==> src/rtl/core/hglc_pkg.sv <==
// ----------------------------------------------------------------------------
// hglc_pkg
// Shared types, codes and helpers for the hashed group LRU cache.
// ----------------------------------------------------------------------------
package hglc_pkg;

    localparam int NUM_SETS_DEF  = 16;
    localparam int NUM_WAYS_DEF  = 4;
    localparam int MAX_BYTES_DEF = 8;

    localparam int KEY_W      = 32;
    localparam int BYTE_CNT_W = 4;
    localparam int DATA_W     = 64;
    localparam int REQ_W      = 2;
    localparam int STAT_W     = 2;
    localparam int S_TDATA_W  = 136;
    localparam int M_TDATA_W  = 64;

    localparam logic [REQ_W-1:0] REQ_WRITE = 2'd0;
    localparam logic [REQ_W-1:0] REQ_READ  = 2'd1;
    localparam logic [REQ_W-1:0] REQ_FLUSH = 2'd2;

    localparam logic [STAT_W-1:0] STAT_OK        = 2'd0;
    localparam logic [STAT_W-1:0] STAT_NOT_FOUND = 2'd1;
    localparam logic [STAT_W-1:0] STAT_LEN_ERR   = 2'd2;
    localparam logic [STAT_W-1:0] STAT_NO_SPACE  = 2'd3;

    typedef enum logic [2:0] {
        ST_CLEAR,
        ST_IDLE,
        ST_HASH,
        ST_SCAN,
        ST_DECIDE,
        ST_UPDATE,
        ST_DONE
    } state_t;

    // recency update applied to the set after the decision
    typedef enum logic [1:0] {
        UPD_NONE,
        UPD_ALLOC,
        UPD_PROMOTE,
        UPD_FLUSH
    } upd_mode_t;

    function automatic logic [DATA_W-1:0] byte_mask(input logic [BYTE_CNT_W-1:0] n);
        logic [DATA_W-1:0] m;
        m = '0;
        for (int i = 0; i < DATA_W / 8; i++)
        begin
            if (BYTE_CNT_W'(i) < n)
            begin
                m[8*i +: 8] = 8'hFF;
            end
        end
        return m;
    endfunction

endpackage

==> src/rtl/core/hglc_set_hash.sv <==
// ----------------------------------------------------------------------------
// hglc_set_hash
// Remainder unit: set index = operand mod NUM_SETS by reciprocal multiply,
// with operand, product and remainder registers between start and done.
// ----------------------------------------------------------------------------
module hglc_set_hash #(
    parameter int NUM_SETS = hglc_pkg::NUM_SETS_DEF
) (
    input  logic                      clk,
    input  logic                      rst_n,
    input  logic                      start,
    input  logic [hglc_pkg::KEY_W-1:0] operand,
    output logic                      done,
    output logic [(NUM_SETS > 1 ? $clog2(NUM_SETS) : 1)-1:0] set_idx
);

    localparam int SET_W  = (NUM_SETS > 1) ? $clog2(NUM_SETS) : 1;
    localparam int KW     = hglc_pkg::KEY_W;
    localparam int SHIFT  = KW + $clog2(NUM_SETS);
    localparam int PROD_W = 2 * KW + 1;
    // ceil(2^SHIFT / NUM_SETS): gives the exact quotient for any KW-bit operand
    localparam logic [63:0] RECIP_FULL =
        ((64'd1 << SHIFT) + 64'(NUM_SETS) - 64'd1) / 64'(NUM_SETS);
    localparam logic [KW:0] RECIP = RECIP_FULL[KW:0];

    logic              p1_reg;
    logic              p2_reg;
    logic              done_reg;
    logic [KW-1:0]     opnd_reg;
    logic [PROD_W-1:0] prod_reg;
    logic [SET_W-1:0]  rem_reg;
    logic [KW-1:0]     quo;
    logic [KW-1:0]     rem_full;

    assign quo      = KW'(prod_reg >> SHIFT);
    assign rem_full = opnd_reg - quo * KW'(NUM_SETS);

    always_ff @(posedge clk or negedge rst_n)
    begin
        if (!rst_n)
        begin
            p1_reg   <= 1'b0;
            p2_reg   <= 1'b0;
            done_reg <= 1'b0;
        end
        else
        begin
            p1_reg   <= start;
            p2_reg   <= p1_reg;
            done_reg <= p2_reg;
        end
    end

    always_ff @(posedge clk)
    begin
        if (start)
        begin
            opnd_reg <= operand;
        end
        if (p1_reg)
        begin
            prod_reg <= PROD_W'(opnd_reg) * PROD_W'(RECIP);
        end
        if (p2_reg)
        begin
            rem_reg <= rem_full[SET_W-1:0];
        end
    end

    assign done    = done_reg;
    assign set_idx = rem_reg;

endmodule

==> config.mk <==
export PLATFORM = sky130hd
export DESIGN_NAME = hglc_set_hash
export DESIGN_NICKNAME = d
export VERILOG_FILES = /design/src/rtl/core/hglc_pkg.sv /design/src/rtl/core/hglc_set_hash.sv
export SDC_FILE = /design/constraint.sdc
export NUM_CORES = 1
export LEC_CHECK = 0
export BUFFER_PORTS_ARGS = -buffer_cell sky130_fd_sc_hd__buf_2
export CELL_PAD_IN_SITES_DETAIL_PLACEMENT = 1
export CELL_PAD_IN_SITES_GLOBAL_PLACEMENT = 2
export CORE_MARGIN = 3
export CORE_UTILIZATION = 17
export DETAILED_ROUTE_END_ITERATION = 12
export GPL_TIMING_DRIVEN = 0
export PLACE_DENSITY = 0.86
export SYNTH_ARGS = -nofsm -noshare
export SYNTH_HDL_FRONTEND = slang
export SYNTH_SLANG_ARGS = --single-unit
==> constraint.sdc <==
create_clock -name clk -period 1.3 [get_ports clk]
set_input_delay 0.26 -clock clk [delete_from_list [all_inputs] [get_ports clk]]
set_output_delay 0.26 -clock clk [all_outputs]
set_load 0.005 [all_outputs]
==> impl_metrics.env, run 1 <==
export IMPL_portBuffers=11
export IMPL_synth_xor_area_share_pct=0
export IMPL_cts_max_path_buffers=2
export IMPL_power_frac_clock_pct=34.2
export IMPL_dieHeight_um=49.07
export IMPL_yosysTopAreaCell="edfxtp_1"
export IMPL_outcome="finished clean"
export IMPL_critical_path_endpoint_type="output pin"
export IMPL_antenna_found_initial=0
export IMPL_routed_wl_um=495
export IMPL_leakagePower_nw=0.1757
export IMPL_grt_pass1_vias=174
export IMPL_cp_data_required_time_ns=1.04
export IMPL_synth_seq_cells=11
export IMPL_hold_path_class="input port to flip-flop"
export IMPL_rsz0062_at_grt="no"
export IMPL_ir_drop_v=0.0006377
export IMPL_period_needed_ns=1.032
export IMPL_intPower_w=0.0005368
export IMPL_slew_viol_final=0
export IMPL_antenna_left=0
export IMPL_pwr_share_seq_pct=62.0
export IMPL_synth_avg_cell_area_um2=28.66
export IMPL_setup_tns_final_ns=0
export IMPL_synthToLayoutAreaGrowth_pct=38.49
export IMPL_max_slew_margin_pct=86.73
export IMPL_powerDensity_mw_per_mm2=1521
export IMPL_drt_iter0_markers=1
export IMPL_synth_cell_area_um2=315.3
export IMPL_clk_pin_slew_worst_paths_ns=0.07
export IMPL_design_area_um2=436.7
export IMPL_path_cells="buf_2"
export IMPL_postPlaceCellArea_um2=400.4
export IMPL_routed_via_count=167
export IMPL_cts_root_buf="clkbuf_4"
export IMPL_ys_seq_area_share_pct=100.0
export IMPL_synth_adder_area_share_pct=0
export IMPL_cts_tree="built"
export IMPL_drc_errors=0
export IMPL_multi_input_area_um2=0
export IMPL_synthSimpleGateAreaFrac_pct=0
export IMPL_drv_cap=0
export IMPL_synth_compound_area_share_pct=0
export IMPL_num_rows=14
export IMPL_switching_share_pct=19.15
export IMPL_startpoint_type="flip-flop"
export IMPL_r2r_setup_slack_ns=0.55
export IMPL_placedCellCount=46
export IMPL_cp_top_family="flip-flops"
export IMPL_viasPerCell=3.275
export IMPL_grt_max_degree=7
export IMPL_htree_levels=1
export IMPL_track_usage_pct=5.477
export IMPL_postSynthCellCount=11
export IMPL_cts_sink_count=11
export IMPL_synth_nets=46
export IMPL_start_util_pct=19.35
export IMPL_final_nets=63
export IMPL_slowest_delay_ns=0.37
export IMPL_critical_path_buf_inv_count=1
export IMPL_synth_area_leaders="edfxtp_1 76%, dfrtp_1 24%"
export IMPL_clk_latency_ns=0.27
export IMPL_fillers=181
export IMPL_nMultiInputCombCells=0
export IMPL_core_area_mm2=0.001629
export IMPL_crit_path_top_delay_cell="edfxtp_1"
export IMPL_max_freq_ghz=0.9693
export IMPL_synthMuxAreaShare_pct=0
export IMPL_crit_fanout=1
export IMPL_num_antenna_cells=0
export IMPL_total_power_w=0.0006640
export IMPL_post_drt_wl_per_cell_um=9.706
export IMPL_worst_slack_ns=0.2683
export IMPL_finalCritPeriodShare_pct=79.36
export IMPL_critPathArrivalTime_ns=0.77
export IMPL_worst_pin_slew_ns=0.1990
export IMPL_cts_buffers=3
export IMPL_worstSetupPathType="flip-flop to output pin"
export IMPL_combPwrFrac_pct=3.8
export IMPL_final_setup_viol_count=0
export IMPL_grt_ovfl_total=0
export IMPL_gp_congestion=0.6558
export IMPL_hold_violations=0
export IMPL_die_w_um=49.07
export IMPL_ys_warn_count=0
export IMPL_die_area_mm2=0.002407
export IMPL_grt_pass1_wl_um=862
export IMPL_stdcell_count=51
export IMPL_synth_top_area_share_pct=76.19
export IMPL_io_pins=40
export IMPL_synthDistinctLibCells=2
export IMPL_dp_slack_ns=0.5481
export IMPL_p_switching_w=0.0001271
export IMPL_final_setup_skew_ns=0.003342
export IMPL_dr_pass1_iters=2
export IMPL_drive_above_1_share_pct=51.85
power by group through the flow:
| stage | Clock (W) | Sequential [W] | Combinational (W) |
|---|---|---|---|
| 3_5_place_dp | 0 | 0.000420 | 0.0000236 |
| 3_3_place_gp | 0 | 0.000418 | 0.0000229 |
| 6_report | 0.000227 | 0.000411 | 0.0000252 |
| 4_1_cts | 0.000244 | 0.000412 | 0.0000260 |
| 5_1_grt | 0.000273 | 0.000414 | 0.0000292 |
| 2_1_floorplan | 0 | 0.000419 | 0 |
layout by cell type (no fill, tap or decap), drive strengths merged:
cell type / count
dlygate4sd3: 1
buf: 11
clkbuf: 4
dfrtp: 3
edfxtp: 8
path summary, 6_finish.rpt:
| check | start | end | cells after the start |
|---|---|---|---|
| min in group asynchronous | rst_n | done$_DFF_PN0_ | 2 |
| worst max register to register | p2_reg$_DFF_PN0_ | set_idx[1]$_DFFE_PP_ | 0 |
| worst min register to register | p1_reg$_DFF_PN0_ | p2_reg$_DFF_PN0_ | 0 |
| max in group asynchronous | rst_n | p1_reg$_DFF_PN0_ | 2 |
| worst max-delay path | set_idx[1]$_DFFE_PP_ | set_idx[1] | 1 |
| worst min-delay path | operand[3] | opnd_reg[3]$_DFFE_PP_ | 1 |
cells by family (layout without fill, tap and decap cells):
family | count (synthesis) | count (layout)
flip-flops | 11 | 11
buffers and inverters | 0 | 16
metal layers:
metal	vias up	track usage, %	wire length, µm
met5	-	0	0
met4	0	4.265	0
met3	0	6.728	95
met2	16	6.027	191
met1	79	5.153	207
li1	72	-	-
area by class of cell:
| cell class | count | area, µm² | area share (%) |
|---|---|---|---|
| Timing Repair Buffer | 12 | 65.06 | 14.90 |
| Sequential cell | 11 | 315.3 | 72.21 |
| Clock buffer | 4 | 26.28 | 6.017 |
| Tap cell | 24 | 30.03 | 6.877 |
through the flow:
step / util, % / hold slack, ns
floorplan: - / -0.03559
global placement: 24.58 / 0.05983
detailed placement: 24.58 / 0.06175
CTS: 26.80 / 0.1513
global route: 26.80 / 0.1427
finish: 26.80 / 0.1681
cells in the mapped netlist:
library cell	count
edfxtp_1	8
dfrtp_1	3
repair_timing:
item,CTS,global route
hold endpoints to repair,3,0
hold buffers,1,0
buffers inserted,0,0
resized for setup,0,0
Power figures use the tool's default switching activity.
==> run 2, diff against run 1 <==
- CORE_UTILIZATION: 17 -> 15
- PLACE_DENSITY: 0.86 -> 0.78
- clock period: 1.3 -> 1 ns (I/O delays scaled with it)
==> run 2 against run 1 <==
- non-clock buffer count is the same
- worst setup slack worse by 0.23 ns
- worst hold slack got worse by 0.056 ns
- critical path depth is the same
- design area increased by 0.29%
- sequential power is 30% higher
- clock skew shrank 0.0016 ns
- via count is 6.0% lower
- critical path type unchanged
- largest power group unchanged
- highest routed layer unchanged
==> impl_metrics.env, run 2 (synthesis results as in run 1) <==
export IMPL_critPathArrivalTime_ns=0.76
export IMPL_powerDensity_mw_per_mm2=1957
export IMPL_crit_path_top_delay_cell="edfxtp_1"
export IMPL_cp_top_family="flip-flops"
export IMPL_stdcell_count=52
export IMPL_nMultiInputCombCells=0
export IMPL_gp_congestion=0.6297
export IMPL_slew_viol_final=0
export IMPL_busiest_layer="met2"
export IMPL_startpoint_type="flip-flop"
export IMPL_cts_tree="built"
export IMPL_leakagePower_nw=0.1757
export IMPL_holdPathStages=1
export IMPL_dieHeight_um=51.85
export IMPL_worstSetupPathType="flip-flop to output pin"
export IMPL_max_freq_ghz=1.043
export IMPL_hold_path_class="input port to flip-flop"
export IMPL_critical_path_endpoint_type="output pin"
export IMPL_rr_endpoint="set_idx[2]$_DFFE_PP_"
export IMPL_layout_commonest_cell="buf_2"
export IMPL_min_from="operand[0]"
export IMPL_dr_pass1_iters=2
export IMPL_track_usage_pct=4.119
export IMPL_portBuffers=11
export IMPL_die_area_mm2=0.002688
export IMPL_num_rows=15
export IMPL_core_area_mm2=0.001858
export IMPL_routed_via_count=157
export IMPL_rsz0062_at_grt="yes"
export IMPL_use_met2_pct=5.439
export IMPL_routed_wl_um=479
export IMPL_ir_drop_v=0.0009515
export IMPL_clk_pin_slew_worst_paths_ns=0.07
export IMPL_fillers=207
export IMPL_max_slew_margin_pct=88.72
export IMPL_rr_worst_depth=0
export IMPL_htree_levels=1
export IMPL_io_pins=40
export IMPL_ctsResizeCount=0
export IMPL_clk_latency_ns=0.26
export IMPL_worst_slack_ns=0.04078
export IMPL_grt_pass1_wl_um=724
export IMPL_finalCritPeriodShare_pct=95.92
export IMPL_seqCellArea_um2=315.3
export IMPL_hold_violations=0
export IMPL_grt_max_degree=7
export IMPL_gr_usage_met3_pct=4.298
export IMPL_die_w_um=51.85
export IMPL_final_setup_skew_ns=0.001778
export IMPL_cts_root_buf="clkbuf_4"
export IMPL_start_util_pct=16.97
export IMPL_setup_tns_final_ns=0
export IMPL_dp_slack_ns=0.2790
export IMPL_worst_pin_slew_ns=0.1693
export IMPL_drv_cap=0
export IMPL_final_cell_mix="11 x buf_2, 8 x edfxtp_1, 3 x clkbuf_4, 3 x dfrtp_1"
export IMPL_multi_input_area_um2=0
export IMPL_cp_data_required_time_ns=0.80
export IMPL_placedCellCount=47
export IMPL_viasPerCell=3.019
export IMPL_final_nets=63
export IMPL_met1_usage_pct=4.340
export IMPL_cts_setup_buffers=0
export IMPL_synthToLayoutAreaGrowth_pct=38.89
export IMPL_period_needed_ns=0.9592
export IMPL_critical_path_buf_inv_count=1
export IMPL_path_cells="buf_2"
export IMPL_whs_endpoint="opnd_reg[0]$_DFFE_PP_"
export IMPL_r2r_start="p2_reg$_DFF_PN0_"
export IMPL_final_setup_viol_count=0
export IMPL_crit_fanout=1
export IMPL_hold_ws_ns=0.1120
export IMPL_total_power_w=0.0008570
export IMPL_outcome="finished clean"
export IMPL_drc_errors=0
export IMPL_post_drt_wl_per_cell_um=9.212
export IMPL_grt_ovfl_total=0
export IMPL_r2r_setup_slack_ns=0.28
export IMPL_grt_pass1_vias=168
export IMPL_cts_max_path_buffers=2
export IMPL_antenna_found_initial=0
export IMPL_cts_sink_count=11
export IMPL_drive_above_1_share_pct=51.85
export IMPL_drt_iter0_markers=1
export IMPL_antenna_left=0
export IMPL_num_antenna_cells=0
export IMPL_slowest_delay_ns=0.37
export IMPL_cts_buffers=3
[run 2: cell counts in the layout (fill, tap and decap cells not counted)]
No cell type changed its count.
[run 2: cell type report]
class,instances,share of cell area [%]
clock buffers,4,6.000
repair buffers,12,14.86
flip-flops and latches,11,72.00
well taps,25,7.143
[run 2: metrics by stage]
stage | utilization (%) | instance area, µm²
after floorplan | - | 315.3
after detailed placement | 21.62 | 401.6
after global placement | 21.62 | 401.6
after global routing | 23.57 | 437.9
after CTS | 23.57 | 437.9
final | 23.57 | 437.9
[run 2: worst max path at each step]
stage	start	endpoint	cells past startpoint
after floorplan	p2_reg$_DFF_PN0_	set_idx[0]$_DFFE_PP_	0
after global placement	p2_reg$_DFF_PN0_	set_idx[0]$_DFFE_PP_	0
after detailed placement	p2_reg$_DFF_PN0_	set_idx[2]$_DFFE_PP_	0
after CTS	set_idx[1]$_DFFE_PP_	set_idx[1]	1
after global routing	set_idx[3]$_DFFE_PP_	set_idx[3]	1
final	set_idx[1]$_DFFE_PP_	set_idx[1]	1
[run 2: what timing repair did]
item	in CTS	in global routing
setup endpoints to repair	0	1
hold buffers	1	0
hold endpoints to repair	3	0
[run 2: metal layers]
metal / routed length [µm] / part of all wire [%]
met3: 48 / 10
met2: 191 / 40
met4: 0 / 0
met1: 238 / 50
met5: 0 / 0
[run 2: where the power goes]
| part | internal (W) | total, W | switching [W] |
|---|---|---|---|
| sequential | 0.000525 | 0.000535 | 0.0000105 |
| combinational | 0.0000188 | 0.0000333 | 0.0000146 |
| clock | 0.000154 | 0.000288 | 0.000134 |
| total | 0.000698 | 0.000857 | 0.000159 |
==> run 3, diff against run 2 <==
- CORE_MARGIN: 3 -> unset
==> run 3 against run 2 <==
- critical path depth is the same
- wire length fell by 4.6%
- global-route usage rose by 2.0 points
- clock-buffer cell count is the same
- critical path type unchanged
- fmax down 0.71%
- largest power group unchanged
- utilization is 1.1 points lower
- highest routed layer is now met4
- total power fell by 0.11%
- first-iteration DRC count did not move
==> impl_metrics.env, run 3 (synthesis results as in run 1) <==
export IMPL_outcome="finished clean"
export IMPL_pwr_share_seq_pct=62.5
export IMPL_cts_sink_count=11
export IMPL_final_nets=63
export IMPL_crit_cells=1
export IMPL_grt_ovfl_total=0
export IMPL_startpoint="set_idx[0]$_DFFE_PP_"
export IMPL_path_cells="buf_2"
export IMPL_htree_levels=1
export IMPL_die_area_mm2=0.002289
export IMPL_cts_max_path_buffers=2
export IMPL_portBuffers=11
export IMPL_final_setup_viol_count=0
export IMPL_critPathArrivalTime_ns=0.77
export IMPL_start_util_pct=16.07
export IMPL_track_usage_pct=6.099
export IMPL_hold_violations=0
export IMPL_leakagePower_nw=0.1757
export IMPL_dieHeight_um=47.85
export IMPL_p_switching_w=0.0001584
export IMPL_drc_errors=0
export IMPL_power_frac_clock_pct=33.6
export IMPL_critical_path_endpoint_type="output pin"
export IMPL_nMultiInputCombCells=0
export IMPL_grt_pass1_vias=186
export IMPL_grt_pass1_wl_um=814
export IMPL_cts_root_buf="clkbuf_4"
export IMPL_drt_iter0_markers=1
export IMPL_viasPerCell=2.944
export IMPL_num_rows=16
export IMPL_rr_endpoint="set_idx[0]$_DFFE_PP_"
export IMPL_io_pins=40
export IMPL_ctsResizeCount=0
export IMPL_layout_commonest_cell="buf_2"
export IMPL_slowest_delay_ns=0.37
export IMPL_switching_share_pct=18.50
export IMPL_post_drt_wl_per_cell_um=8.463
export IMPL_total_power_w=0.0008561
export IMPL_rr_worst_depth=0
export IMPL_clk_latency_ns=0.26
export IMPL_antenna_found_initial=0
export IMPL_num_antenna_cells=0
export IMPL_grt_max_degree=7
export IMPL_drv_cap=0
export IMPL_r2r_setup_slack_ns=0.27
export IMPL_finalCritPeriodShare_pct=96.60
export IMPL_worst_pin_slew_ns=0.1778
export IMPL_use_met2_pct=8.108
export IMPL_slew_viol_final=0
export IMPL_stdcell_count=54
export IMPL_routed_wl_um=457
export IMPL_combPwrFrac_pct=3.8
export IMPL_cp_top_family="flip-flops"
export IMPL_crit_fanout=1
export IMPL_met1_usage_pct=5.189
export IMPL_cts_setup_buffers=0
export IMPL_endpoint="set_idx[0]"
export IMPL_powerDensity_mw_per_mm2=1944
export IMPL_cts_buffers=3
export IMPL_period_needed_ns=0.9660
export IMPL_final_setup_skew_ns=0.001897
export IMPL_cp_data_required_time_ns=0.80
export IMPL_gp_congestion=0.5638
export IMPL_routed_via_count=159
export IMPL_dr_pass1_iters=2
export IMPL_core_area_mm2=0.001962
export IMPL_rsz0062_at_grt="yes"
export IMPL_gr_usage_met3_pct=3.019
export IMPL_busiest_layer="met4"
export IMPL_multi_input_area_um2=0
export IMPL_cts_tree="built"
export IMPL_critical_path_buf_inv_count=1
export IMPL_worstSetupPathType="flip-flop to output pin"
export IMPL_max_freq_ghz=1.035
export IMPL_synthToLayoutAreaGrowth_pct=39.68
export IMPL_crit_path_top_delay_cell="edfxtp_1"
export IMPL_max_slew_margin_pct=88.14
export IMPL_hold_path_class="input port to flip-flop"
export IMPL_setup_tns_final_ns=0
export IMPL_intPower_w=0.0006976
export IMPL_final_cell_mix="11 x buf_2, 8 x edfxtp_1, 3 x clkbuf_4, 3 x dfrtp_1"
export IMPL_placedCellCount=49
export IMPL_die_w_um=47.85
export IMPL_ir_drop_v=0.0006107
export IMPL_r2r_start="p2_reg$_DFF_PN0_"
export IMPL_antenna_left=0
export IMPL_clk_pin_slew_worst_paths_ns=0.07
export IMPL_startpoint_type="flip-flop"
export IMPL_hold_ws_ns=0.1122
export IMPL_drive_above_1_share_pct=51.85
-- run 3: cell counts in the layout (fill, tap and decap cells not counted) --
Identical to the previous run, type by type.
-- run 3: worst min path at each step --
stage,start,to,cells past startpoint
after floorplan,rst_n,done$_DFF_PN0_,0
after global placement,rst_n,p1_reg$_DFF_PN0_,1
after detailed placement,rst_n,p1_reg$_DFF_PN0_,1
after CTS,operand[0],opnd_reg[0]$_DFFE_PP_,1
after global routing,operand[1],opnd_reg[1]$_DFFE_PP_,1
final,operand[1],opnd_reg[1]$_DFFE_PP_,1
-- run 3: power by group through the flow --
stage	registers, W	clock network (W)	logic [W]
3_5_place_dp	0.000547	0	0.0000307
4_1_cts	0.000537	0.000305	0.0000337
5_1_grt	0.000538	0.000324	0.0000376
2_1_floorplan	0.000544	0	0
6_report	0.000535	0.000288	0.0000328
3_3_place_gp	0.000544	0	0.0000295
-- run 3: per-layer routing --
metal,wire length (µm),up-vias,part of all wire [%]
met2,212,12,46
met5,0,-,0
met4,12,0,2.6
li1,-,73,-
met1,167,72,37
met3,65,2,14
-- run 3: layout make-up --
type                  instances  area [µm²]
sequential                   11       315.3
clock buffer                  4       26.28
tap                          27       33.78
timing repair buffer         12       65.06
fill                        236        1521
-- run 3: what timing repair did --
action	CTS	global route
endpoints found under the hold margin	3	0
hold buffers	1	0
setup endpoints to repair	0	2
-- run 3: through the flow --
step / cell area [µm²] / util, % / worst slack [ns]
after global placement: 404.1 / 20.60 / 0.2973
after floorplan: 315.3 / - / 0.3094
after global routing: 440.4 / 22.45 / -0.01021
final: 440.4 / 22.45 / 0.03398
after detailed placement: 404.1 / 20.60 / 0.2674
after CTS: 440.4 / 22.45 / 0.006227
